## src/sv/smht_pkg.sv

```systemverilog
// ----------------------------------------------------------------------------
// smht_pkg
// Types, constants and lookup tables of the SIP message header tagger.
// ----------------------------------------------------------------------------
`default_nettype none

package smht_pkg;

   localparam int MAX_LINE    = 512;
   localparam int MAX_HEADERS = 32;
   localparam int METHOD_BUF  = 32;

   localparam int LINE_POS_W  = $clog2(MAX_LINE);
   localparam int HDR_CNT_W   = $clog2(MAX_HEADERS + 1);

   localparam int PREFIX_LEN     = 7;
   localparam int METHOD_LEN_MAX = 31;
   localparam int STATUS_POS0    = 8;
   localparam int STATUS_POS1    = 9;
   localparam int STATUS_POS2    = 10;
   localparam int NUM_NAMES      = 6;

   localparam int FIFO_DEPTH = 4;
   localparam int FIFO_PTR_W = $clog2(FIFO_DEPTH);
   localparam int FIFO_CNT_W = $clog2(FIFO_DEPTH + 1);

   localparam logic [7:0] CH_CR      = 8'h0D;
   localparam logic [7:0] CH_LF      = 8'h0A;
   localparam logic [7:0] CH_SP      = 8'h20;
   localparam logic [7:0] CH_COLON   = 8'h3A;
   localparam logic [7:0] CH_ZERO    = 8'h30;
   localparam logic [7:0] CH_NINE    = 8'h39;
   localparam logic [7:0] CH_UPPER_A = 8'h41;
   localparam logic [7:0] CH_UPPER_Z = 8'h5A;
   localparam logic [7:0] CASE_DELTA = 8'h20;

   localparam logic [1:0] KIND_NONE    = 2'd0;
   localparam logic [1:0] KIND_CALL_ID = 2'd1;
   localparam logic [1:0] KIND_FROM    = 2'd2;
   localparam logic [1:0] KIND_TO      = 2'd3;

   localparam logic [7:0] RESP_PREFIX [PREFIX_LEN] = '{"S", "I", "P", "/", "2", ".", "0"};

   // Header names in lower case, zero padded, with their lengths and kinds.
   localparam logic [7:0] HDR_NAME [NUM_NAMES][8] = '{
      '{"c", "a", "l", "l", "-", "i", "d", 8'h00},
      '{"i", 8'h00, 8'h00, 8'h00, 8'h00, 8'h00, 8'h00, 8'h00},
      '{"f", "r", "o", "m", 8'h00, 8'h00, 8'h00, 8'h00},
      '{"f", 8'h00, 8'h00, 8'h00, 8'h00, 8'h00, 8'h00, 8'h00},
      '{"t", "o", 8'h00, 8'h00, 8'h00, 8'h00, 8'h00, 8'h00},
      '{"t", 8'h00, 8'h00, 8'h00, 8'h00, 8'h00, 8'h00, 8'h00}
   };
   localparam logic [3:0] HDR_LEN [NUM_NAMES] = '{4'd7, 4'd1, 4'd4, 4'd1, 4'd2, 4'd1};
   localparam logic [1:0] HDR_KIND [NUM_NAMES] = '{
      KIND_CALL_ID, KIND_CALL_ID, KIND_FROM, KIND_FROM, KIND_TO, KIND_TO
   };

   typedef enum logic [1:0] {
      PH_START,
      PH_HDR,
      PH_DONE
   } smht_phase_type;

   typedef struct packed {
      smht_phase_type          phase;
      logic [LINE_POS_W-1:0]   line_pos;
      logic [HDR_CNT_W-1:0]    header_count;
      logic [NUM_NAMES-1:0]    name_mask;
      logic                    colon_seen;
      logic                    value_started;
      logic [1:0]              current_kind;
      logic                    pending_cr;
      logic                    prefix_match;
      logic                    method_open;
      logic [15:0]             held_status;
   } smht_state_type;

   typedef struct packed {
      logic [7:0]  echo_byte;
      logic        in_start_line;
      logic        response_flag;
      logic        method_done;
      logic [4:0]  method_length;
      logic        status_valid;
      logic [23:0] status_chars;
      logic [1:0]  value_kind;
      logic        value_commit;
      logic        line_term;
      logic        no_first_line;
      logic        last_result;
   } smht_result_type;

   // Up to two results produced by one input transaction.
   typedef struct packed {
      logic [1:0]      count;
      smht_result_type slot0;
      smht_result_type slot1;
   } smht_push_type;

   typedef struct packed {
      smht_state_type  st;
      smht_result_type res;
   } smht_slot_type;

   function automatic smht_state_type reset_state();
      smht_state_type s;
      s               = '0;
      s.phase         = PH_START;
      s.name_mask     = '1;
      s.prefix_match  = 1'b1;
      s.method_open   = 1'b1;
      return s;
   endfunction

endpackage

`default_nettype wire

```

## src/sv/smht_if.sv

```systemverilog
// ----------------------------------------------------------------------------
// smht_if
// Valid/ready channels for payload bytes and tagged results.
// ----------------------------------------------------------------------------
`default_nettype none

interface smht_req_if;
   logic       valid;
   logic       ready;
   logic [7:0] data_byte;
   logic       last_byte;

   modport source (output valid, data_byte, last_byte, input ready);
   modport sink   (input valid, data_byte, last_byte, output ready);
endinterface

interface smht_rsp_if;
   logic        valid;
   logic        ready;
   logic [7:0]  echo_byte;
   logic        in_start_line;
   logic        response_flag;
   logic        method_done;
   logic [4:0]  method_length;
   logic        status_valid;
   logic [23:0] status_chars;
   logic [1:0]  value_kind;
   logic        value_commit;
   logic        line_term;
   logic        no_first_line;
   logic        last_result;

   modport source (output valid, echo_byte, in_start_line, response_flag, method_done,
                   method_length, status_valid, status_chars, value_kind, value_commit,
                   line_term, no_first_line, last_result, input ready);
   modport sink   (input valid, echo_byte, in_start_line, response_flag, method_done,
                   method_length, status_valid, status_chars, value_kind, value_commit,
                   line_term, no_first_line, last_result, output ready);
endinterface

`default_nettype wire

```

## src/sv/sip_message_header_tagger_unit.sv

```systemverilog
// ----------------------------------------------------------------------------
// sip_message_header_tagger_unit
// Tags start-line facts and Call-ID, From and To header values of a SIP
// message streamed one byte per transaction.
// ----------------------------------------------------------------------------
// Usage: payload bytes enter on req_chan with a last-byte mark. Every byte
// comes back as one transaction on rsp_chan, in order, carrying the byte and
// its tags. Until the header block ends, a carriage return gives no result
// when it arrives; its result is issued together with the following byte, so
// that transaction yields two results back to back unless that byte is held
// back as well. A carriage return marked last is plain content. One byte is
// accepted per cycle as long as results are taken. The byte sits in an input
// register while the parse logic classifies it, then its results go into a
// four-entry result queue, from whose head they are offered.
// When the receiver stalls, the queue absorbs results; input stops once
// fewer than two free entries remain, and the input register holds the
// waiting byte. Reset empties the queue and the input register and returns
// the parser to the start of a message. After the last byte of a message the
// parser returns to that same state by itself.
// ----------------------------------------------------------------------------
`default_nettype none

module sip_message_header_tagger_unit import smht_pkg::*; (
   input  wire logic  clock,
   input  wire logic  reset,
   smht_req_if.sink   req_chan,
   smht_rsp_if.source rsp_chan
);

   // Results of one accepted byte, toward the queue.
   smht_push_type push;
   // The queue can take a two-result burst this cycle.
   logic          fifo_room;

   smht_parser u_parser (
      .clock     (clock),
      .reset     (reset),
      .req       (req_chan),
      .fifo_room (fifo_room),
      .push      (push)
   );

   smht_result_fifo u_result_fifo (
      .clock     (clock),
      .reset     (reset),
      .push      (push),
      .fifo_room (fifo_room),
      .rsp       (rsp_chan)
   );

endmodule

`default_nettype wire

```

## src/sv/smht_parser.sv

```systemverilog
// ----------------------------------------------------------------------------
// smht_parser
// Input register, parse state and the single-pass byte classification.
// ----------------------------------------------------------------------------
`default_nettype none

module smht_parser import smht_pkg::*; (
   input  wire logic    clock,
   input  wire logic    reset,
   smht_req_if.sink     req,
   input  wire logic    fifo_room,
   output smht_push_type push
);

   logic            in_valid_ff, in_valid_in;
   logic [7:0]      in_byte_ff, in_byte_in;
   logic            in_last_ff, in_last_in;
   smht_state_type  state_ff, state_in;

   smht_state_type  step_state;
   smht_push_type   step_push;
   logic            consume;
   logic            accept;

   function automatic logic resp_now(input smht_state_type s);
      if (s.phase == PH_START) begin
         return s.prefix_match && (s.line_pos >= LINE_POS_W'(PREFIX_LEN));
      end
      return s.prefix_match;
   endfunction

   function automatic logic [4:0] cap_len(input logic [LINE_POS_W-1:0] n);
      return (n > LINE_POS_W'(METHOD_LEN_MAX)) ? 5'(METHOD_LEN_MAX) : 5'(n);
   endfunction

   function automatic logic [7:0] to_lower(input logic [7:0] c);
      return (c inside {[CH_UPPER_A:CH_UPPER_Z]}) ? c + CASE_DELTA : c;
   endfunction

   // One ordinary content byte of a line.
   function automatic smht_slot_type content_step(input smht_state_type s,
                                                  input logic [7:0] b);
      smht_slot_type          o;
      logic [LINE_POS_W-1:0]  p;
      logic [NUM_NAMES-1:0]   mask;
      logic                   hit;
      logic [2:0]             k;
      o               = '0;
      o.st            = s;
      o.res.echo_byte = b;
      p               = s.line_pos;
      mask            = s.name_mask;
      hit             = 1'b0;
      if (p < LINE_POS_W'(MAX_LINE - 1)) begin
         if (s.phase == PH_START) begin
            o.res.in_start_line = 1'b1;
            if (p < LINE_POS_W'(PREFIX_LEN) && b != RESP_PREFIX[p[2:0]]) begin
               o.st.prefix_match = 1'b0;
            end
            if (o.st.method_open && (b == CH_SP || p == LINE_POS_W'(METHOD_BUF - 1))) begin
               o.st.method_open = 1'b0;
               if (!(o.st.prefix_match && p >= LINE_POS_W'(PREFIX_LEN))) begin
                  o.res.method_done   = 1'b1;
                  o.res.method_length = cap_len(p);
               end
            end
            if (p == LINE_POS_W'(STATUS_POS0)) begin
               o.st.held_status = (b inside {[CH_ZERO:CH_NINE]}) ? {b, 8'h00} : 16'h0000;
            end else if (p == LINE_POS_W'(STATUS_POS1)) begin
               o.st.held_status[7:0] = o.st.held_status[7:0] | b;
            end else if (p == LINE_POS_W'(STATUS_POS2) && o.st.prefix_match &&
                         o.st.held_status[15:8] != 8'h00) begin
               o.res.status_valid = 1'b1;
               o.res.status_chars = {o.st.held_status, b};
            end
         end else if (s.phase == PH_HDR) begin
            if (!s.colon_seen) begin
               if (b == CH_COLON) begin
                  o.st.colon_seen   = 1'b1;
                  o.st.current_kind = KIND_NONE;
                  for (k = 3'd0; k < 3'(NUM_NAMES); k++) begin
                     if (LINE_POS_W'(HDR_LEN[k]) != p) begin
                        mask[k] = 1'b0;
                     end
                  end
                  for (k = 3'd0; k < 3'(NUM_NAMES); k++) begin
                     if (!hit && mask[k]) begin
                        o.st.current_kind = HDR_KIND[k];
                        hit               = 1'b1;
                     end
                  end
               end else begin
                  for (k = 3'd0; k < 3'(NUM_NAMES); k++) begin
                     if (p >= LINE_POS_W'(HDR_LEN[k]) || to_lower(b) != HDR_NAME[k][p[2:0]]) begin
                        mask[k] = 1'b0;
                     end
                  end
               end
               o.st.name_mask = mask;
            end else if (s.value_started || b != CH_SP) begin
               o.st.value_started = 1'b1;
               o.res.value_kind   = s.current_kind;
            end
         end
         o.st.line_pos = p + 1'b1;
      end
      o.res.response_flag = resp_now(o.st);
      return o;
   endfunction

   // A line feed that completes a terminator.
   function automatic smht_slot_type terminate_step(input smht_state_type s);
      smht_slot_type o;
      o               = '0;
      o.st            = s;
      o.res.echo_byte = CH_LF;
      o.res.line_term = 1'b1;
      if (s.phase == PH_START) begin
         o.st.prefix_match = s.prefix_match && (s.line_pos >= LINE_POS_W'(PREFIX_LEN));
         if (s.method_open && !o.st.prefix_match) begin
            o.res.method_done   = 1'b1;
            o.res.method_length = cap_len(s.line_pos);
         end
         o.st.method_open = 1'b0;
         o.st.phase       = PH_HDR;
      end else if (s.phase == PH_HDR) begin
         if (s.line_pos == '0) begin
            o.st.phase = PH_DONE;
         end else begin
            o.res.value_commit = 1'b1;
            o.res.value_kind   = s.colon_seen ? s.current_kind : KIND_NONE;
            o.st.header_count  = s.header_count + 1'b1;
            if (o.st.header_count >= HDR_CNT_W'(MAX_HEADERS)) begin
               o.st.phase = PH_DONE;
            end
         end
      end
      o.st.line_pos      = '0;
      o.st.name_mask     = '1;
      o.st.colon_seen    = 1'b0;
      o.st.value_started = 1'b0;
      o.st.current_kind  = KIND_NONE;
      o.res.response_flag = resp_now(o.st);
      return o;
   endfunction

   assign consume   = in_valid_ff && fifo_room;
   assign req.ready = !in_valid_ff || consume;
   assign accept    = req.valid && req.ready;

   // Parse step on the registered byte. Until PH_DONE, a carriage return not
   // marked last waits for the following byte to tell if it starts a CRLF pair.
   always_comb begin
      smht_state_type  st;
      smht_slot_type   sl;
      smht_result_type r0, r1;
      logic [1:0]      n;
      logic            handled;
      st      = state_ff;
      sl      = '0;
      r0      = '0;
      r1      = '0;
      n       = 2'd0;
      handled = 1'b0;
      if (st.phase == PH_DONE) begin
         r0.echo_byte     = in_byte_ff;
         r0.response_flag = resp_now(st);
         n                = 2'd1;
      end else begin
         if (st.pending_cr) begin
            st.pending_cr = 1'b0;
            if (in_byte_ff == CH_LF) begin
               r0.echo_byte     = CH_CR;
               r0.response_flag = resp_now(st);
               sl               = terminate_step(st);
               st               = sl.st;
               r1               = sl.res;
               n                = 2'd2;
               handled          = 1'b1;
            end else begin
               sl = content_step(st, CH_CR);
               st = sl.st;
               r0 = sl.res;
               n  = 2'd1;
            end
         end
         if (!handled) begin
            if (in_byte_ff == CH_CR && !in_last_ff) begin
               st.pending_cr = 1'b1;
            end else begin
               if (in_byte_ff == CH_LF) begin
                  sl = terminate_step(st);
               end else begin
                  sl = content_step(st, in_byte_ff);
               end
               st = sl.st;
               if (n == 2'd0) begin
                  r0 = sl.res;
               end else begin
                  r1 = sl.res;
               end
               n = n + 2'd1;
            end
         end
      end
      if (in_last_ff) begin
         if (n == 2'd2) begin
            r1.last_result   = 1'b1;
            r1.no_first_line = (st.phase == PH_START);
         end else begin
            r0.last_result   = 1'b1;
            r0.no_first_line = (st.phase == PH_START);
         end
         st = reset_state();
      end
      step_state      = st;
      step_push.count = n;
      step_push.slot0 = r0;
      step_push.slot1 = r1;
   end

   // Next state of the registers.
   always_comb begin
      state_in    = consume ? step_state : state_ff;
      in_valid_in = accept ? 1'b1 : (consume ? 1'b0 : in_valid_ff);
      in_byte_in  = accept ? req.data_byte : in_byte_ff;
      in_last_in  = accept ? req.last_byte : in_last_ff;
   end

   // Results toward the result queue.
   always_comb begin
      push = step_push;
      if (!consume) begin
         push.count = 2'd0;
      end
   end

   always_ff @(posedge clock) begin
      if (reset) begin
         in_valid_ff <= 1'b0;
         state_ff    <= reset_state();
      end else begin
         in_valid_ff <= in_valid_in;
         state_ff    <= state_in;
      end
   end

   always_ff @(posedge clock) begin
      in_byte_ff <= in_byte_in;
      in_last_ff <= in_last_in;
   end

endmodule

`default_nettype wire

```

## src/sv/smht_result_fifo.sv

```systemverilog
// ----------------------------------------------------------------------------
// smht_result_fifo
// Small result queue taking up to two results a cycle, giving one.
// ----------------------------------------------------------------------------
`default_nettype none

module smht_result_fifo import smht_pkg::*; (
   input  wire logic     clock,
   input  wire logic     reset,
   input  wire smht_push_type push,
   output logic          fifo_room,
   smht_rsp_if.source    rsp
);

   smht_result_type          entry_ff [FIFO_DEPTH];
   logic [FIFO_PTR_W-1:0]    wr_ptr_ff, wr_ptr_in;
   logic [FIFO_PTR_W-1:0]    rd_ptr_ff, rd_ptr_in;
   logic [FIFO_CNT_W-1:0]    count_ff, count_in;
   logic                     pop;
   smht_result_type          head;

   // Room for the largest burst of one transaction.
   assign fifo_room = (count_ff <= FIFO_CNT_W'(FIFO_DEPTH - 2));
   assign pop       = rsp.valid && rsp.ready;
   assign head      = entry_ff[rd_ptr_ff];

   always_comb begin
      wr_ptr_in = wr_ptr_ff + FIFO_PTR_W'(push.count);
      rd_ptr_in = rd_ptr_ff + FIFO_PTR_W'(pop);
      count_in  = count_ff + FIFO_CNT_W'(push.count) - FIFO_CNT_W'(pop);
   end

   always_ff @(posedge clock) begin
      if (reset) begin
         wr_ptr_ff <= '0;
         rd_ptr_ff <= '0;
         count_ff  <= '0;
      end else begin
         wr_ptr_ff <= wr_ptr_in;
         rd_ptr_ff <= rd_ptr_in;
         count_ff  <= count_in;
      end
   end

   always_ff @(posedge clock) begin
      if (push.count != 2'd0) begin
         entry_ff[wr_ptr_ff] <= push.slot0;
      end
      if (push.count == 2'd2) begin
         entry_ff[wr_ptr_ff + FIFO_PTR_W'(1)] <= push.slot1;
      end
   end

   assign rsp.valid         = (count_ff != '0);
   assign rsp.echo_byte     = head.echo_byte;
   assign rsp.in_start_line = head.in_start_line;
   assign rsp.response_flag = head.response_flag;
   assign rsp.method_done   = head.method_done;
   assign rsp.method_length = head.method_length;
   assign rsp.status_valid  = head.status_valid;
   assign rsp.status_chars  = head.status_chars;
   assign rsp.value_kind    = head.value_kind;
   assign rsp.value_commit  = head.value_commit;
   assign rsp.line_term     = head.line_term;
   assign rsp.no_first_line = head.no_first_line;
   assign rsp.last_result   = head.last_result;

endmodule

`default_nettype wire

```

## src/flat_wrapper.sv

```systemverilog
// flat-port wrapper written by rule: the top's interface ports become plain ports
module sip_message_header_tagger_unit_flat import smht_pkg::*;
  (clock, reset, req_chan_valid, req_chan_data_byte, req_chan_last_byte, req_chan_ready, rsp_chan_valid, rsp_chan_echo_byte, rsp_chan_in_start_line, rsp_chan_response_flag, rsp_chan_method_done, rsp_chan_method_length, rsp_chan_status_valid, rsp_chan_status_chars, rsp_chan_value_kind, rsp_chan_value_commit, rsp_chan_line_term, rsp_chan_no_first_line, rsp_chan_last_result, rsp_chan_ready);
  smht_req_if req_chan_i ();
  smht_rsp_if rsp_chan_i ();
  input  wire logic clock;
  input  wire logic reset;
  input wire logic [$bits(req_chan_i.valid)-1:0] req_chan_valid;
  input wire logic [$bits(req_chan_i.data_byte)-1:0] req_chan_data_byte;
  input wire logic [$bits(req_chan_i.last_byte)-1:0] req_chan_last_byte;
  output wire logic [$bits(req_chan_i.ready)-1:0] req_chan_ready;
  output wire logic [$bits(rsp_chan_i.valid)-1:0] rsp_chan_valid;
  output wire logic [$bits(rsp_chan_i.echo_byte)-1:0] rsp_chan_echo_byte;
  output wire logic [$bits(rsp_chan_i.in_start_line)-1:0] rsp_chan_in_start_line;
  output wire logic [$bits(rsp_chan_i.response_flag)-1:0] rsp_chan_response_flag;
  output wire logic [$bits(rsp_chan_i.method_done)-1:0] rsp_chan_method_done;
  output wire logic [$bits(rsp_chan_i.method_length)-1:0] rsp_chan_method_length;
  output wire logic [$bits(rsp_chan_i.status_valid)-1:0] rsp_chan_status_valid;
  output wire logic [$bits(rsp_chan_i.status_chars)-1:0] rsp_chan_status_chars;
  output wire logic [$bits(rsp_chan_i.value_kind)-1:0] rsp_chan_value_kind;
  output wire logic [$bits(rsp_chan_i.value_commit)-1:0] rsp_chan_value_commit;
  output wire logic [$bits(rsp_chan_i.line_term)-1:0] rsp_chan_line_term;
  output wire logic [$bits(rsp_chan_i.no_first_line)-1:0] rsp_chan_no_first_line;
  output wire logic [$bits(rsp_chan_i.last_result)-1:0] rsp_chan_last_result;
  input wire logic [$bits(rsp_chan_i.ready)-1:0] rsp_chan_ready;
  assign req_chan_i.valid = req_chan_valid;
  assign req_chan_i.data_byte = req_chan_data_byte;
  assign req_chan_i.last_byte = req_chan_last_byte;
  assign req_chan_ready = req_chan_i.ready;
  assign rsp_chan_valid = rsp_chan_i.valid;
  assign rsp_chan_echo_byte = rsp_chan_i.echo_byte;
  assign rsp_chan_in_start_line = rsp_chan_i.in_start_line;
  assign rsp_chan_response_flag = rsp_chan_i.response_flag;
  assign rsp_chan_method_done = rsp_chan_i.method_done;
  assign rsp_chan_method_length = rsp_chan_i.method_length;
  assign rsp_chan_status_valid = rsp_chan_i.status_valid;
  assign rsp_chan_status_chars = rsp_chan_i.status_chars;
  assign rsp_chan_value_kind = rsp_chan_i.value_kind;
  assign rsp_chan_value_commit = rsp_chan_i.value_commit;
  assign rsp_chan_line_term = rsp_chan_i.line_term;
  assign rsp_chan_no_first_line = rsp_chan_i.no_first_line;
  assign rsp_chan_last_result = rsp_chan_i.last_result;
  assign rsp_chan_i.ready = rsp_chan_ready;
  sip_message_header_tagger_unit u_core (.clock(clock), .reset(reset), .req_chan(req_chan_i), .rsp_chan(rsp_chan_i));
endmodule
```

## config.mk

```make
export PLATFORM = sky130hd
export DESIGN_NAME = sip_message_header_tagger_unit_flat
export DESIGN_NICKNAME = d
export VERILOG_FILES = /design/src/sv/smht_pkg.sv /design/src/sv/smht_if.sv /design/src/sv/sip_message_header_tagger_unit.sv /design/src/sv/smht_parser.sv /design/src/sv/smht_result_fifo.sv /design/src/flat_wrapper.sv
export SDC_FILE = /design/constraint.sdc
export NUM_CORES = 1
export LEC_CHECK = 0
export BUFFER_PORTS_ARGS = -buffer_cell sky130_fd_sc_hd__buf_2
export CAP_MARGIN = 20
export CELL_PAD_IN_SITES_DETAIL_PLACEMENT = 0
export CELL_PAD_IN_SITES_GLOBAL_PLACEMENT = 1
export CORE_MARGIN = 5
export CORE_UTILIZATION = 50
export CTS_CLUSTER_SIZE = 28
export DETAILED_ROUTE_END_ITERATION = 10
export PLACE_DENSITY = 0.81
export SLEW_MARGIN = 20
export SYNTH_ARGS = -nofsm -noshare
export SYNTH_HDL_FRONTEND = slang
export SYNTH_SLANG_ARGS = --single-unit
```

## constraint.sdc

```tcl
create_clock -name clock -period 9.95 [get_ports clock]
set_clock_uncertainty 0.2 [all_clocks]
set_input_delay 0.995 -clock clock [delete_from_list [all_inputs] [get_ports clock]]
set_output_delay 0.995 -clock clock [all_outputs]
set_load 0.02 [all_outputs]
```

**Word level (Yosys, flattened, before mapping)**

Memories as Yosys holds them, arrays and structs flattened. A register that Yosys moved wholly into a read port is not among the register bits.
Index checks and enable logic that the tools add are counted.

- Add/sub/neg operators: 11
- Bitwise gates (word level): 3
- Equality and inequality tests: 37
- Multiplexer cells: 357
- Reductions and logical operators: 65
- Magnitude comparators: 25

Operator list:

| cell | count |
|---|---|
| 2-to-1 mux 47 bit | 7 |
| 2-to-1 mux 8 bit | 35 |
| 2-to-1 mux 46 bit | 6 |
| 2-to-1 mux 18 bit | 12 |
| 2-to-1 mux 1 bit | 194 |
| 2-to-1 mux 25 bit | 6 |
| 2-to-1 mux 43 bit | 3 |
| 2-to-1 mux 6 bit | 19 |
| 2-to-1 mux 93 bit | 1 |
| 2-to-1 mux 2 bit | 44 |
| 2-to-1 mux 9 bit | 9 |
| 2-to-1 mux 37 bit | 2 |
| 2-to-1 mux 33 bit | 2 |
| 2-to-1 mux 31 bit | 2 |
| != test 4 x 8 -> 1 bit (first input constant) | 7 |
| != test 8 bit | 7 |
| equality test 9 x 4 -> 1 bit (second input constant) | 6 |
| greater-or-equal comparator 9 x 3 -> 1 bit (second input constant) | 6 |
| 2-to-1 mux 10 bit | 3 |
| logical AND 1 bit | 27 |
| 2-to-1 mux 27 bit | 1 |
| adder 9 x 1 -> 9 bit (second input constant) | 2 |
| equality test 9 x 5 -> 1 bit (second input constant) | 2 |
| greater-or-equal comparator 9 x 1 -> 1 bit (second input constant) | 2 |
| other kinds (42) | 93 |

- Input port bits: 13
- Bits in writable memories: 188
- Bits in read-only memories: 896
- Register bits: 63
- Memories kept: 15

Memories:

| name | depth | bits a word | rd ports | clocked after Yosys merged registers in | write ports | RTL line | source |
|---|---|---|---|---|---|---|---|
| u_core.u_result_fifo.entry_ff | 4 | 47 | 1 | 1 | 2 | smht_result_fifo.sv:15 | `smht_result_type entry_ff [FIFO_DEPTH];` |
| (name not given) | 8 | 8 | 1 | 0 | 0 | smht_parser.sv:94 | `if (p >= LINE_POS_W'(HDR_LEN[k]) \|\| to_lower(b) != HDR_NAME[k][p[2:0]]) begin` |
| (name not given) | 8 | 8 | 1 | 0 | 0 | smht_parser.sv:94 |  |
| (name not given) | 8 | 8 | 1 | 0 | 0 | smht_parser.sv:94 |  |
| (name not given) | 8 | 8 | 1 | 0 | 0 | smht_parser.sv:94 |  |
| (name not given) | 8 | 8 | 1 | 0 | 0 | smht_parser.sv:94 |  |
| +9 memories | n/a | n/a | n/a | n/a | n/a | n/a |  |

**Depth between registers and ports, before layout**

Gate-level depths: netlist of run 1.

- Depth in word-level cells: 104
- Mapped depth: 21

**By module**

A second synthesis of run 1 with hierarchy kept.

- Cell total of the unflattened synthesis: 1382
- Area total of the unflattened synthesis: 15763.9 sq um

Modules (own cells, without submodules):

| module | cells each | area each (sq um) | seq. area each (sq um) | instances |
|---|---|---|---|---|
| smht_result_fifo | 500 | 9496.6 | 5785.5 | 1 |
| smht_parser | 882 | 6267.3 | 1211.2 | 1 |

**Worst setup path before layout of run 1**

No wires, ideal clock.

- Path type: register to register
- Start: register u_core.u_parser.in_byte_ff[4]
- End: memory u_core.u_result_fifo.entry_ff[0][0] (netlist bit), enable pin
- Library setup time: 0.522 ns
- Stages on the path, launching flop included: 12
- Data required time: 9.228 ns
- Arrival: 6.267 ns
- Buffers on the path: 3
- Clock period less this slack: 6.989 ns
- Slack: 2.961 ns
- Path through: edfxtp_1 > or4_1 > buf_2 > nor3_2 > buf_4 > inv_1 > buf_1 > ha_1 > o311ai_0 > a21oi_1 > nor2_1 > o31ai_1

RTL lines:

| item | RTL line | source |
|---|---|---|
| start: declaration | smht_parser.sv:16 | `logic [7:0] in_byte_ff, in_byte_in;` |
| start signal: assignment | smht_parser.sv:249 | `in_byte_ff <= in_byte_in;` |
| end: declaration | smht_result_fifo.sv:15 |  |

==> results.txt, run 1 <==
----------------------------------------------------
[Timing]
  Setup-violating endpoint count in the final report ... 0
  RSZ-0062 raised after global routing ... false
  Min Tclk post-route ... between 6000 and 7000 ps
  Least-Margin Pin Slew ... between 1000 and 1500 ps
  Final Hold Viols ... 0
  Post-route setup slack ... about 3200 ps
  Share of the clock period used by the worst path ... around two thirds
  Setup_tns ... 0 ps
  Worst hold slack after final layout ... around 280 ps
  Highest clock frequency the design can meet ... 148 MHz
  Slew margin rel. ... about a quarter
  Final number of max-transition violations ... 0

[Detailed routing]
  Post-DRT Antenna Nets ... 0
  Starting DRC count in detailed routing ... approximately 1,300
  WL final ... 46,500 µm
  First-pass detailed-route iteration total ... 6
  Via count ... approximately 12,000
  Vias per Instance ... between 6 and 7
  Final routed wire length divided by cell count ... roughly 25 µm
  Drt drc ... 0

[Global route]
  Via count of the first global-routing pass ... 11,934
  Number of antenna violations at the first check in global routing ... 0
  Remaining global-route overflow ... 0
  Global-route wire length before repair ... a little over 70,000 µm
  Met1 GRT Util ... a little under two fifths
  Met2 GRT Util ... 43.3%
  Grt peak-use layer ... met2
  Total Routing Usage GR ... between 20% and 30%
  Met3 Resource Use GR ... under 10%
  Pin count of the biggest net entering global routing ... 49

[Setup path]
  Worst Reg-to-Reg Cells ... 15
  Worst EP required ... 9990 ps
  CP Launch Type ... flip-flop
  Worst Path Class, Setup ... reg2reg
  Largest fanout on the critical path ... 18
  Type of destination of the critical path ... flip-flop
  Arrival time worst endpoint ... roughly 6800 ps

[Worst hold path]
  Cell depth of the worst hold path ... 2
  Path type of the worst min-delay path ... reg2reg

[Yosys]
  Sequential-to-total area share from yosys stat ... a little under half
  Fraction of synthesized cell area taken by the top area cell type ... about two fifths
  Mean instance size in the synthesized netlist ... slightly above 10 µm²
  Primary flip-flop cell chosen by synthesis mapping ... sky130_fd_sc_hd__edfxtp_1
  Mapped Cells ... ~1,500
  Most common cell in the synthesized netlist ... sky130_fd_sc_hd__edfxtp_1
  Flip-flop and latch count after synthesis ... between 200 and 300
  Async set-reset flop share out of synthesis ... 0%
  Number of distinct library cells after synthesis ... 93
  Yosys synthesis warning count ... 0
  Synth area leader ... sky130_fd_sc_hd__edfxtp_1
  Leading post-synthesis cells by instance count ... 197 x sky130_fd_sc_hd__edfxtp_1, 145 x sky130_fd_sc_hd__nor2_1, 114 x sky130_fd_sc_hd__nand2_1
  Post-Syn Nets ... 1,498
  Top cells by area in the synthesized netlist ... sky130_fd_sc_hd__edfxtp_1 40%, sky130_fd_sc_hd__dfxtp_1 7.3%, sky130_fd_sc_hd__mux4_2 7.1%
  Number of enable-type register cells in the synthesized netlist ... slightly below 200
  Synth Cell Area ... 14,900 µm²

[Run status]
  Status ... complete, no violations

[Power]
  Switching share of total power ... between 20% and 30%
  Fraction of power consumed by combinational cells ... 21.5%
  Net Switching ... between 0.0008 and 0.0009 W
  VDD IR-drop max ... approximately 120 µV
  Pwr Density ... roughly 170 nW/µm²
  Static leakage power ... between 5 and 6 nW
  Relative contribution of the clock network to total power ... ~34%
  Sequential fraction of design power ... between 40% and 50%
  Internal Dissipation ... just under 0.002 W

[Floorplanning]
  Die Outline Area ... between 30,000 and 40,000 µm²
  Ports placed on the boundary ... a little over 60
  Initial Utilization ... 50.4%
  Core area ... around 29,000 µm²
  Number of standard-cell rows in the floorplan ... 63
  Die boundary width ... 182 µm
  Height of the die ... about 180 µm

[Placed design]
  Post-detailed-placement half-perimeter wirelength ... around 32,000 µm
  Pre-CTS setup slack ... approximately 3400 ps
  Input/output buffers ... 61
  Routability congestion estimate ... between 1 and 1.5
  Cell count after placement ... 1,825

[Clock tree]
  CTS clk-pin slew, worst paths ... ~60 ps
  Clock root cell ... sky130_fd_sc_hd__clkbuf_16
  Clock latency reported for the late side of the worst-skew pair ... around 550 ps
  Clock tree from TritonCTS ... built
  CTS-repair resized insts ... 0
  Count of H-tree levels built during CTS ... 1
  Number of clock sinks ... around 250
  Number of buffers created by CTS ... 27
  Deepest clock path buffer count ... 3
  Post-CTS Hold Fix Bufs ... 0
  Number of post-CTS setup repair buffers ... 0

[Layout]
  Number of nets at the end of the flow ... ~1,500
  Antenna diodes ... 0
  Count of non-filler cells in the finished layout ... around 1,900
  Area Growth Syn to Fin ... 9.84%
  Share of post-route cells with drive strength above 1 ... 14.7%

[Run]
  Number of violations of the max-capacitance limit ... 0

----------------------------------------------------
==> worst max-delay path, cell delays in order, from the launching register on <==
cell,delay (ps)
sky130_fd_sc_hd__dfxtp_1,780
sky130_fd_sc_hd__ha_1,430
sky130_fd_sc_hd__nand4_1,410
sky130_fd_sc_hd__o21ai_1,640
sky130_fd_sc_hd__a21oi_1,260
sky130_fd_sc_hd__nor2_1,670
sky130_fd_sc_hd__ha_1,330
sky130_fd_sc_hd__and3b_1,170
sky130_fd_sc_hd__a21oi_1,40
sky130_fd_sc_hd__or4_1,540
sky130_fd_sc_hd__a2111o_1,360
sky130_fd_sc_hd__or4_4,550
sky130_fd_sc_hd__o31ai_4,350
sky130_fd_sc_hd__o22ai_4,240
sky130_fd_sc_hd__a31oi_1,340
sky130_fd_sc_hd__a22oi_1,150
==> kinds of logic (layout without fill, tap and decap cells) <==
kind of cell	count (synthesis)	in the layout	synth area share [%]
multiplexers	67	67	8.48
buffers and inverters	143	174	3.97
XOR/XNOR	24	24	1.41
AND/OR/NAND/NOR	553	553	19.1
flip-flops	251	251	47.1
AO/OA/AOI/OAI	387	387	17.4
adder cells (fa/ha/maj)	30	30	2.58
==> layer usage <==
metal	part of all wire, %	vias to the layer above
met5	0	-
met4	4.4	0
met3	8.8	138
met2	46	660
met1	41	6018
li1	-	5547
==> metrics by stage <==
stage | total power (W) | util (%) | instance area, µm²
after detailed placement | 0.00186 | 52.5 | 15500
after CTS | 0.00279 | 55.3 | 16300
after floorplan | 0.00167 | - | 14900
after global routing | 0.00289 | 55.4 | 16300
after global placement | 0.00185 | 52.5 | 15500
final | 0.00278 | 55.4 | 16300
==> power groups by stage <==
stage / registers [W] / logic [W] / clock network (W)
after floorplan: 0.00122 / 0.000448 / 0
after detailed placement: 0.00125 / 0.000605 / 0
after CTS: 0.00123 / 0.000606 / 0.000960
after global routing: 0.00123 / 0.000644 / 0.00101
final: 0.00123 / 0.000596 / 0.000952
after global placement: 0.00125 / 0.000601 / 0
==> area by class of cell <==
type                    count  area, µm²
clock inverters            15        113
clock buffers              35        716
repair buffers             93        549
well taps                 390        488
fillers                  2621      13200
inverters                  31        116
multi-input cells        1061       7340
flip-flops and latches    251       7000
==> path summary, 6_finish.rpt <==
| kind | from | end | slack, ps |
|---|---|---|---|
| worst max-delay path | u_core.u_parser.state_ff[37] | u_core.u_result_fifo.entry_ff[2][35] | 3190 |
| worst min-delay path | u_core.u_parser.state_ff[2] | u_core.u_parser.state_ff[2] | 280 |
| worst min register to register | u_core.u_parser.state_ff[2] | u_core.u_parser.state_ff[2] | 280 |
| worst max register to register | u_core.u_parser.state_ff[37] | u_core.u_result_fifo.entry_ff[2][35] | 3190 |
==> flip-flops by register name (all words and copies together), names as in the netlist <==
signal,cells
u_core.u_parser.in_byte_ff,8
u_core.u_parser.in_last_ff,1
u_core.u_result_fifo.count_ff,3
u_core.u_parser.in_valid_ff,1
u_core.u_parser.state_ff,46
u_core.u_result_fifo.wr_ptr_ff,2
u_core.u_result_fifo.rd_ptr_ff,2
u_core.u_result_fifo.entry_ff,188
==> cell usage in the layout, fill, tap and decap left out, types with 30 or more instances in the layout <==
cell / Yosys / final
sky130_fd_sc_hd__buf_2: 21 / 61
sky130_fd_sc_hd__dfxtp_1: 54 / 52
sky130_fd_sc_hd__buf_4: 5 / 30
sky130_fd_sc_hd__and2_1: 82 / 82
sky130_fd_sc_hd__nand2_1: 114 / 114
sky130_fd_sc_hd__nand3_1: 47 / 47
sky130_fd_sc_hd__mux4_2: 47 / 47
sky130_fd_sc_hd__nor2_1: 145 / 143
sky130_fd_sc_hd__a21oi_1: 102 / 102
sky130_fd_sc_hd__o21ai_0: 70 / 70
sky130_fd_sc_hd__edfxtp_1: 197 / 197
No activity file was read; power rests on OpenSTA's default activity.
==> run 2, diff against run 1 <==
Clock period 9.95 ns to 6.75 ns, I/O delays scaled along.
==> run 2 against run 1 <==
Compared with the run above: design area increased by 1.4%; first-iteration DRC count increased by 10%; register-to-register slack got worse by 2200 ps; setup slack got worse by 2200 ps; largest power group unchanged.
==> results.txt, run 2 (same netlist as run 1, synthesis figures left out) <==
----------------------------------------------------
[Global route]
  Number of antenna violations at the first check in global routing ... 0
  Global-route wire length before repair ... roughly 75,000 µm
  Met1 GRT Util ... 39.7%
  Total Routing Usage GR ... 28.8%
  Via count of the first global-routing pass ... between 10,000 and 15,000
  Grt peak-use layer ... met2
  Met2 GRT Util ... 46.2%
  Pin count of the biggest net entering global routing ... 48
  Remaining global-route overflow ... 0
  Met3 Resource Use GR ... 5.44%

[Timing]
  Final Hold Viols ... 0
  Min Tclk post-route ... approximately 5700 ps
  RSZ-0062 raised after global routing ... false
  Highest clock frequency the design can meet ... approximately 170 MHz
  Worst hold slack after final layout ... ~100 ps
  Least-Margin Pin Slew ... around 1200 ps
  Slew margin rel. ... around a fifth
  Share of the clock period used by the worst path ... approximately 85%
  Final number of max-transition violations ... 0
  Setup-violating endpoint count in the final report ... 0
  Post-route setup slack ... ~1000 ps

[Power]
  Switching share of total power ... slightly below 30%
  VDD IR-drop max ... between 150 and 200 µV
  Internal Dissipation ... a little over 0.003 W
  Final Power ... 0.00424 W
  Fraction of power consumed by combinational cells ... a little over a fifth
  Pwr Density ... about 260 nW/µm²
  Net Switching ... ~0.0012 W
  Static leakage power ... a little under 6 nW
  Sequential fraction of design power ... between 40% and 50%
  Relative contribution of the clock network to total power ... 36.4%

[Floorplanning]
  Core area ... 29,500 µm²
  Die Outline Area ... 33,300 µm²
  Initial Utilization ... 50.4%
  Die boundary width ... approximately 180 µm
  Height of the die ... around 180 µm
  Number of standard-cell rows in the floorplan ... 63
  Ports placed on the boundary ... 62

[Setup path]
  Type of destination of the critical path ... flip-flop
  CP Launch Type ... flip-flop
  Worst Path Class, Setup ... reg2reg
  Crit Reg-Reg Startpoint ... u_core.u_parser.state_ff[36]
  Endpoint of the most critical register-to-register path ... u_core.u_result_fifo.entry_ff[3][35]
  Setup slack of the most critical reg-to-reg path ... ~1000 ps
  Worst Reg-to-Reg Cells ... 18
  Worst EP required ... 6810 ps
  Arrival time worst endpoint ... 5790 ps
  Critical path, cell by cell ... ha_1, nand4_1, a211oi_1, o21ai_0, and2_1, inv_1, ha_1, inv_1, ha_1, nor2_1, a21oi_1, or4_1, a2111o_1, or4_4, o31ai_4, o22ai_4, a31oi_1, a22oi_1
  Most frequent cell on the critical path ... sky130_fd_sc_hd__ha_1
  Largest fanout on the critical path ... 18
  Library cell contributing the largest single delay on the critical path ... sky130_fd_sc_hd__or4_4
  Largest stage delay, worst path ... about 550 ps

[Clock tree]
  Number of buffers created by CTS ... 27
  Deepest clock path buffer count ... 3
  Clock latency reported for the late side of the worst-skew pair ... between 500 and 600 ps
  Count of H-tree levels built during CTS ... 1
  Number of post-CTS setup repair buffers ... 0
  Clock root cell ... sky130_fd_sc_hd__clkbuf_16
  CTS-repair resized insts ... 0
  Number of clock sinks ... around 250
  Clock tree from TritonCTS ... built
  Post-CTS Hold Fix Bufs ... 0
  CTS clk-pin slew, worst paths ... about 70 ps

[Worst hold path]
  Origin of the worst min-delay path ... req_chan_data_byte[2]
  Path type of the worst min-delay path ... in2reg
  Hold Path End ... u_core.u_parser.in_byte_ff[2]
  Cell depth of the worst hold path ... 1

[Detailed routing]
  First-pass detailed-route iteration total ... 5
  WL final ... 48,200 µm
  Drt drc ... 0
  Final routed wire length divided by cell count ... between 20 and 30 µm
  Starting DRC count in detailed routing ... roughly 1,400
  Post-DRT Antenna Nets ... 0
  Vias per Instance ... 6.52
  Via count ... approximately 12,000

[Layout]
  Area Growth Syn to Fin ... 11.4%
  Number of nets at the end of the flow ... around 1,500
  Register name with the most flops ... u_core.u_result_fifo.entry_ff
  Most frequent standard cell in the layout excluding fill and tap cells ... sky130_fd_sc_hd__edfxtp_1
  Largest registers ... u_core.u_result_fifo.entry_ff (188), u_core.u_parser.state_ff (46), u_core.u_parser.in_byte_ff (8)
  Antenna diodes ... 0
  Largest register FFs ... between 150 and 200
  Top library cells by usage in the layout, fill and taps aside ... 197 x sky130_fd_sc_hd__edfxtp_1, 143 x sky130_fd_sc_hd__nor2_1, 114 x sky130_fd_sc_hd__nand2_1, 101 x sky130_fd_sc_hd__a21oi_1, 82 x sky130_fd_sc_hd__and2_1
  Share of post-route cells with drive strength above 1 ... approximately 16%

[Placed design]
  Routability congestion estimate ... a little over 1
  Post-detailed-placement half-perimeter wirelength ... around 33,000 µm
  Pre-CTS setup slack ... roughly 1100 ps
  Input/output buffers ... slightly above 60

[Run status]
  Status ... complete, no violations

[Run]
  Number of violations of the max-capacitance limit ... 0

----------------------------------------------------
==> run 2: changes by cell type in the layout (fill, tap and decap cells not counted), sizes merged <==
| cell | change |
|---|---|
| clkbuf | -4 |
| clkinvlp | +1 |
| bufinv | +3 |
| buf | +21 |
| clkinv | -1 |
==> run 2: layout make-up <==
type	instances	area [µm²]
Timing Repair Buffer	113	696
Clock inverter	18	206
Inverter	31	116
Sequential cell	251	7000
Clock buffer	32	714
Tap cell	390	488
Multi-Input combinational cell	1061	7330
Fill cell	2588	12900
==> run 2: power groups by stage <==
stage,clock network (W),registers (W),logic [W]
2_1_floorplan,0,0.00180,0.000661
3_3_place_gp,0,0.00181,0.000920
3_5_place_dp,0,0.00182,0.000924
4_1_cts,0.00157,0.00178,0.000928
5_1_grt,0.00164,0.00179,0.000986
6_report,0.00154,0.00178,0.000914
==> run 2: worst max path at each step <==
stage | from | to | slack [ps] | cells past startpoint
floorplan | u_core.u_parser.in_byte_ff[4] | u_core.u_result_fifo.entry_ff[0][0] | -240 | 11
global placement | u_core.u_parser.state_ff[36] | u_core.u_result_fifo.entry_ff[1][34] | 1240 | 18
detailed placement | u_core.u_parser.state_ff[36] | u_core.u_result_fifo.entry_ff[3][31] | 1070 | 18
CTS | u_core.u_parser.state_ff[36] | u_core.u_result_fifo.entry_ff[3][31] | 1050 | 18
global route | u_core.u_parser.state_ff[36] | u_core.u_result_fifo.entry_ff[3][35] | 660 | 18
finish | u_core.u_parser.state_ff[36] | u_core.u_result_fifo.entry_ff[3][35] | 1020 | 18
==> run 2: through the flow <==
stage | util, % | std cells | instance area, µm² | setup TNS [ps]
CTS | 56.1 | 1896 | 16600 | 0
floorplan | - | 1455 | 14900 | -22500
finish | 56.2 | 1896 | 16600 | 0
global placement | 53.0 | 1846 | 15600 | 0
detailed placement | 53.0 | 1846 | 15600 | 0
global route | 56.2 | 1896 | 16600 | 0
==> run 2: layer usage <==
layer	wire, µm	up-vias
met5	0	-
met4	1620	0
met3	4190	112
met2	22300	624
met1	20100	6053
li1	-	5570
==> run 2: worst max-delay path, delay by kind of cell, from the launching register on <==
kind | cells | cell delay (ps)
fa+ha+maj | 3 | 880
compound gates | 8 | 1940
simple gates | 5 | 1690
flops | 1 | 520
buf+inv | 2 | 180
==> run 3, diff against run 2 <==
Settings changed: ABC_AREA set to 1, CORE_UTILIZATION 50 to 46, PLACE_DENSITY 0.81 to 0.8.
Clock period 6.75 ns to 5.6 ns, I/O delays scaled along.
==> run 3 against run 2 <==
Compared with the run above: critical path depth increased by 2; critical path type unchanged; power increased by 36%; critical endpoint is now u_core.u_result_fifo.entry_ff[0][14]; count of clock-buffer cells in the layout increased by 7; highest routed layer unchanged; combinational power increased by 85%; design area increased by 8.1%; largest power group unchanged; flip-flop and latch count unchanged; setup slack got worse by 340 ps.
==> results.txt, run 3 <==
----------------------------------------------------
[Run status]
  Status ... complete, no violations

[Placed design]
  Input/output buffers ... 61
  Post-Place Cell Area ... around 17,000 µm²
  Routability congestion estimate ... 0.987
  Post-detailed-placement half-perimeter wirelength ... about 40,000 µm
  Cell count after placement ... between 2,000 and 3,000

[Setup path]
  CP Launch Type ... flip-flop
  Worst setup path end ... u_core.u_result_fifo.entry_ff[0][14]
  Crit Reg-Reg Startpoint ... u_core.u_parser.in_byte_ff[6]
  Largest fanout on the critical path ... 40
  Worst Path Class, Setup ... reg2reg
  Worst Reg-to-Reg Cells ... 20
  Critical path's top delay family ... simple AND/OR/NAND/NOR gates
  Worst EP required ... ~5800 ps
  Crit. Startpoint ... u_core.u_parser.in_byte_ff[6]
  Total number of cells along the worst setup path ... 20
  Arrival time worst endpoint ... approximately 5100 ps
  Endpoint of the most critical register-to-register path ... u_core.u_result_fifo.entry_ff[0][14]
  Library cell contributing the largest single delay on the critical path ... sky130_fd_sc_hd__nor2_4
  Type of destination of the critical path ... flip-flop
  Largest stage delay, worst path ... around 710 ps
  Critical path, cell by cell ... nor2_4, nand2_1, nor2_4, nor2_4, nand2_1, nand2_1, ha_1, inv_1, ha_1, o21ai_0, o21a_1, nand2_1, nor2_1, nand3_1, a21boi_1, nand2_2, nor2_4, buf_4, nand3_1, nand2_1
  Total buffers and inverters traversed by the critical path ... 2
  Most frequent cell on the critical path ... sky130_fd_sc_hd__nand2_1
  Setup slack of the most critical reg-to-reg path ... approximately 680 ps

[Yosys]
  Fraction of synthesized cell area taken by the top area cell type ... 36.9%
  Number of enable-type register cells in the synthesized netlist ... around 200
  Top cells by area in the synthesized netlist ... sky130_fd_sc_hd__edfxtp_1 37%, sky130_fd_sc_hd__nand2_1 15%, sky130_fd_sc_hd__nand3_1 7.3%
  Async set-reset flop share out of synthesis ... 0%
  Leading post-synthesis cells by instance count ... 659 x sky130_fd_sc_hd__nand2_1, 235 x sky130_fd_sc_hd__nor2_1, 234 x sky130_fd_sc_hd__nand3_1
  Sequential-to-total area share from yosys stat ... 43.7%
  Number of distinct library cells after synthesis ... 47
  Synth Cell Area ... around 16,000 µm²
  Mapped Cells ... between 2,000 and 2,500
  Post-Syn Nets ... ~2,300
  Synth area leader ... sky130_fd_sc_hd__edfxtp_1
  Primary flip-flop cell chosen by synthesis mapping ... sky130_fd_sc_hd__edfxtp_1
  Mean instance size in the synthesized netlist ... around 7.2 µm²
  Flip-flop and latch count after synthesis ... approximately 250
  Yosys synthesis warning count ... 0
  Most common cell in the synthesized netlist ... sky130_fd_sc_hd__nand2_1

[Timing]
  Worst hold slack after final layout ... ~27 ps
  Final number of max-transition violations ... 0
  Highest clock frequency the design can meet ... 203 MHz
  Least-Margin Pin Slew ... 1120 ps
  Share of the clock period used by the worst path ... 87.9%
  Slew margin rel. ... 25.1%
  Setup_tns ... 0 ps
  Final Hold Viols ... 0
  Min Tclk post-route ... 4920 ps
  Setup-violating endpoint count in the final report ... 0
  RSZ-0062 raised after global routing ... false

[Floorplanning]
  Number of standard-cell rows in the floorplan ... around 70
  Ports placed on the boundary ... 62
  Die boundary width ... 197 µm
  Core area ... 34,500 µm²
  Initial Utilization ... a little under half
  Height of the die ... around 200 µm
  Die Outline Area ... between 30,000 and 40,000 µm²

[Clock tree]
  Count of H-tree levels built during CTS ... 1
  Number of post-CTS setup repair buffers ... 0
  Clock root cell ... sky130_fd_sc_hd__clkbuf_16
  Number of buffers created by CTS ... 29
  Clock tree from TritonCTS ... built
  Deepest clock path buffer count ... 3
  Clock latency reported for the late side of the worst-skew pair ... ~550 ps
  CTS clk-pin slew, worst paths ... ~60 ps
  Number of clock sinks ... between 200 and 300

[Detailed routing]
  Drt drc ... 0
  Post-DRT Antenna Nets ... 0
  Via count ... 15,871
  First-pass detailed-route iteration total ... 5
  Final routed wire length divided by cell count ... between 20 and 25 µm
  Vias per Instance ... 5.78
  Starting DRC count in detailed routing ... 1,458
  WL final ... 58,500 µm

[Worst hold path]
  Path type of the worst min-delay path ... in2reg
  Cell depth of the worst hold path ... 1

[Power]
  Pwr Density ... 321 nW/µm²
  Static leakage power ... 7.62 nW
  VDD IR-drop max ... about 240 µV

[Global route]
  Global-route wire length before repair ... 89,600 µm
  Via count of the first global-routing pass ... around 15,000
  Total Routing Usage GR ... approximately 30%
  Pin count of the biggest net entering global routing ... 96
  Number of antenna violations at the first check in global routing ... 0
  Remaining global-route overflow ... 0

[Layout]
  Share of post-route cells with drive strength above 1 ... between 8 and 9%
  Area Growth Syn to Fin ... 11.8%
  Antenna diodes ... 0
  Area of all placed cells without fillers ... about 18,000 µm²
  Largest register FFs ... 188
  Most frequent standard cell in the layout excluding fill and tap cells ... sky130_fd_sc_hd__nand2_1
  Register name with the most flops ... u_core.u_result_fifo.entry_ff
  FILL cells ... around 3,400
  Number of nets at the end of the flow ... about 2,300
  Top library cells by usage in the layout, fill and taps aside ... 659 x sky130_fd_sc_hd__nand2_1, 234 x sky130_fd_sc_hd__nand3_1, 231 x sky130_fd_sc_hd__nor2_1, 211 x sky130_fd_sc_hd__o21ai_0, 197 x sky130_fd_sc_hd__edfxtp_1
  Final core occ ... roughly half
  Count of non-filler cells in the finished layout ... approximately 2,700
  Largest registers ... u_core.u_result_fifo.entry_ff (188), u_core.u_parser.state_ff (46), u_core.u_parser.in_byte_ff (8)

[Run]
  Number of violations of the max-capacitance limit ... 0

----------------------------------------------------
-- run 3: through the flow --
| stage | worst slack (ps) | power, W |
|---|---|---|
| 3_3_place_gp | 927 | 0.00389 |
| 5_1_grt | 308 | 0.00602 |
| 3_5_place_dp | 778 | 0.00391 |
| 6_report | 677 | 0.00575 |
| 2_1_floorplan | -556 | 0.00331 |
| 4_1_cts | 769 | 0.00577 |
-- run 3: metal layers --
layer  routed length (µm)  share of wire, %  track usage (%)  vias up
met5                    0                 0                0        -
met3                 4800               8.2             3.91      123
met2                27000                46             49.0      714
met4                 2290               3.9             10.6        0
li1                     -                 -                -     7579
met1                24400                42             40.0     7455
-- run 3: how the worst min path moves through the flow --
stage / start / to / slack [ps]
global route: req_chan_data_byte[1] / u_core.u_parser.in_byte_ff[1] / 7
finish: req_chan_data_byte[1] / u_core.u_parser.in_byte_ff[1] / 30
floorplan: u_core.u_parser.state_ff[23] / u_core.u_parser.state_ff[23] / 240
CTS: req_chan_data_byte[1] / u_core.u_parser.in_byte_ff[1] / 10
detailed placement: u_core.u_parser.state_ff[27] / u_core.u_parser.state_ff[27] / 250
global placement: u_core.u_parser.state_ff[27] / u_core.u_parser.state_ff[27] / 250
-- run 3: cells by family (layout without fill, tap and decap cells) --
logic type / count (synthesis) / in the layout / share of synthesized area (%)
AOI/OAI and AO/OA: 423 / 423 / 14.1
adders and majority gates: 30 / 30 / 2.39
and+or+nand+nor: 1200 / 1200 / 31.2
buffers and inverters: 316 / 369 / 7.72
xor gates and xnor gates: 16 / 16 / 0.875
DFF: 251 / 251 / 43.7
-- run 3: report_power, final --
group,internal [W],switching [W]
combinational,0.000461,0.00123
sequential,0.00214,0.0000517
clock,0.00110,0.000772
-- run 3: repair_timing --
| item | 4_1_cts | 5_1_grt |
|---|---|---|
| endpoints found under the setup margin | 0 | 0 |
| resized for setup | 0 | 0 |
| hold endpoints to repair | 5 | 0 |
| hold buffers | 5 | 0 |
-- run 3: area by class of cell --
type	instances	area [µm²]	share of cell area (%)
multi-input combinational	1669	7840	43.8
clock buffer	39	773	4.32
timing repair buffer	122	838	4.68
tap	455	569	3.18
clock inverter	14	151	0.846
inverter	194	731	4.08
sequential	251	7000	39.1
-- run 3: worst reg2reg max path, stage by stage (launching register included) --
cell	delay (ps)
sky130_fd_sc_hd__edfxtp_1	610
sky130_fd_sc_hd__nor2_4	90
sky130_fd_sc_hd__nand2_1	130
sky130_fd_sc_hd__nor2_4	60
sky130_fd_sc_hd__nor2_4	340
sky130_fd_sc_hd__nand2_1	100
sky130_fd_sc_hd__nand2_1	300
sky130_fd_sc_hd__ha_1	290
sky130_fd_sc_hd__inv_1	80
sky130_fd_sc_hd__ha_1	230
sky130_fd_sc_hd__o21ai_0	180
sky130_fd_sc_hd__o21a_1	140
sky130_fd_sc_hd__nand2_1	50
sky130_fd_sc_hd__nor2_1	100
sky130_fd_sc_hd__nand3_1	130
sky130_fd_sc_hd__a21boi_1	250
sky130_fd_sc_hd__nand2_2	120
sky130_fd_sc_hd__nor2_4	710
sky130_fd_sc_hd__buf_4	450
sky130_fd_sc_hd__nand3_1	120
sky130_fd_sc_hd__nand2_1	110
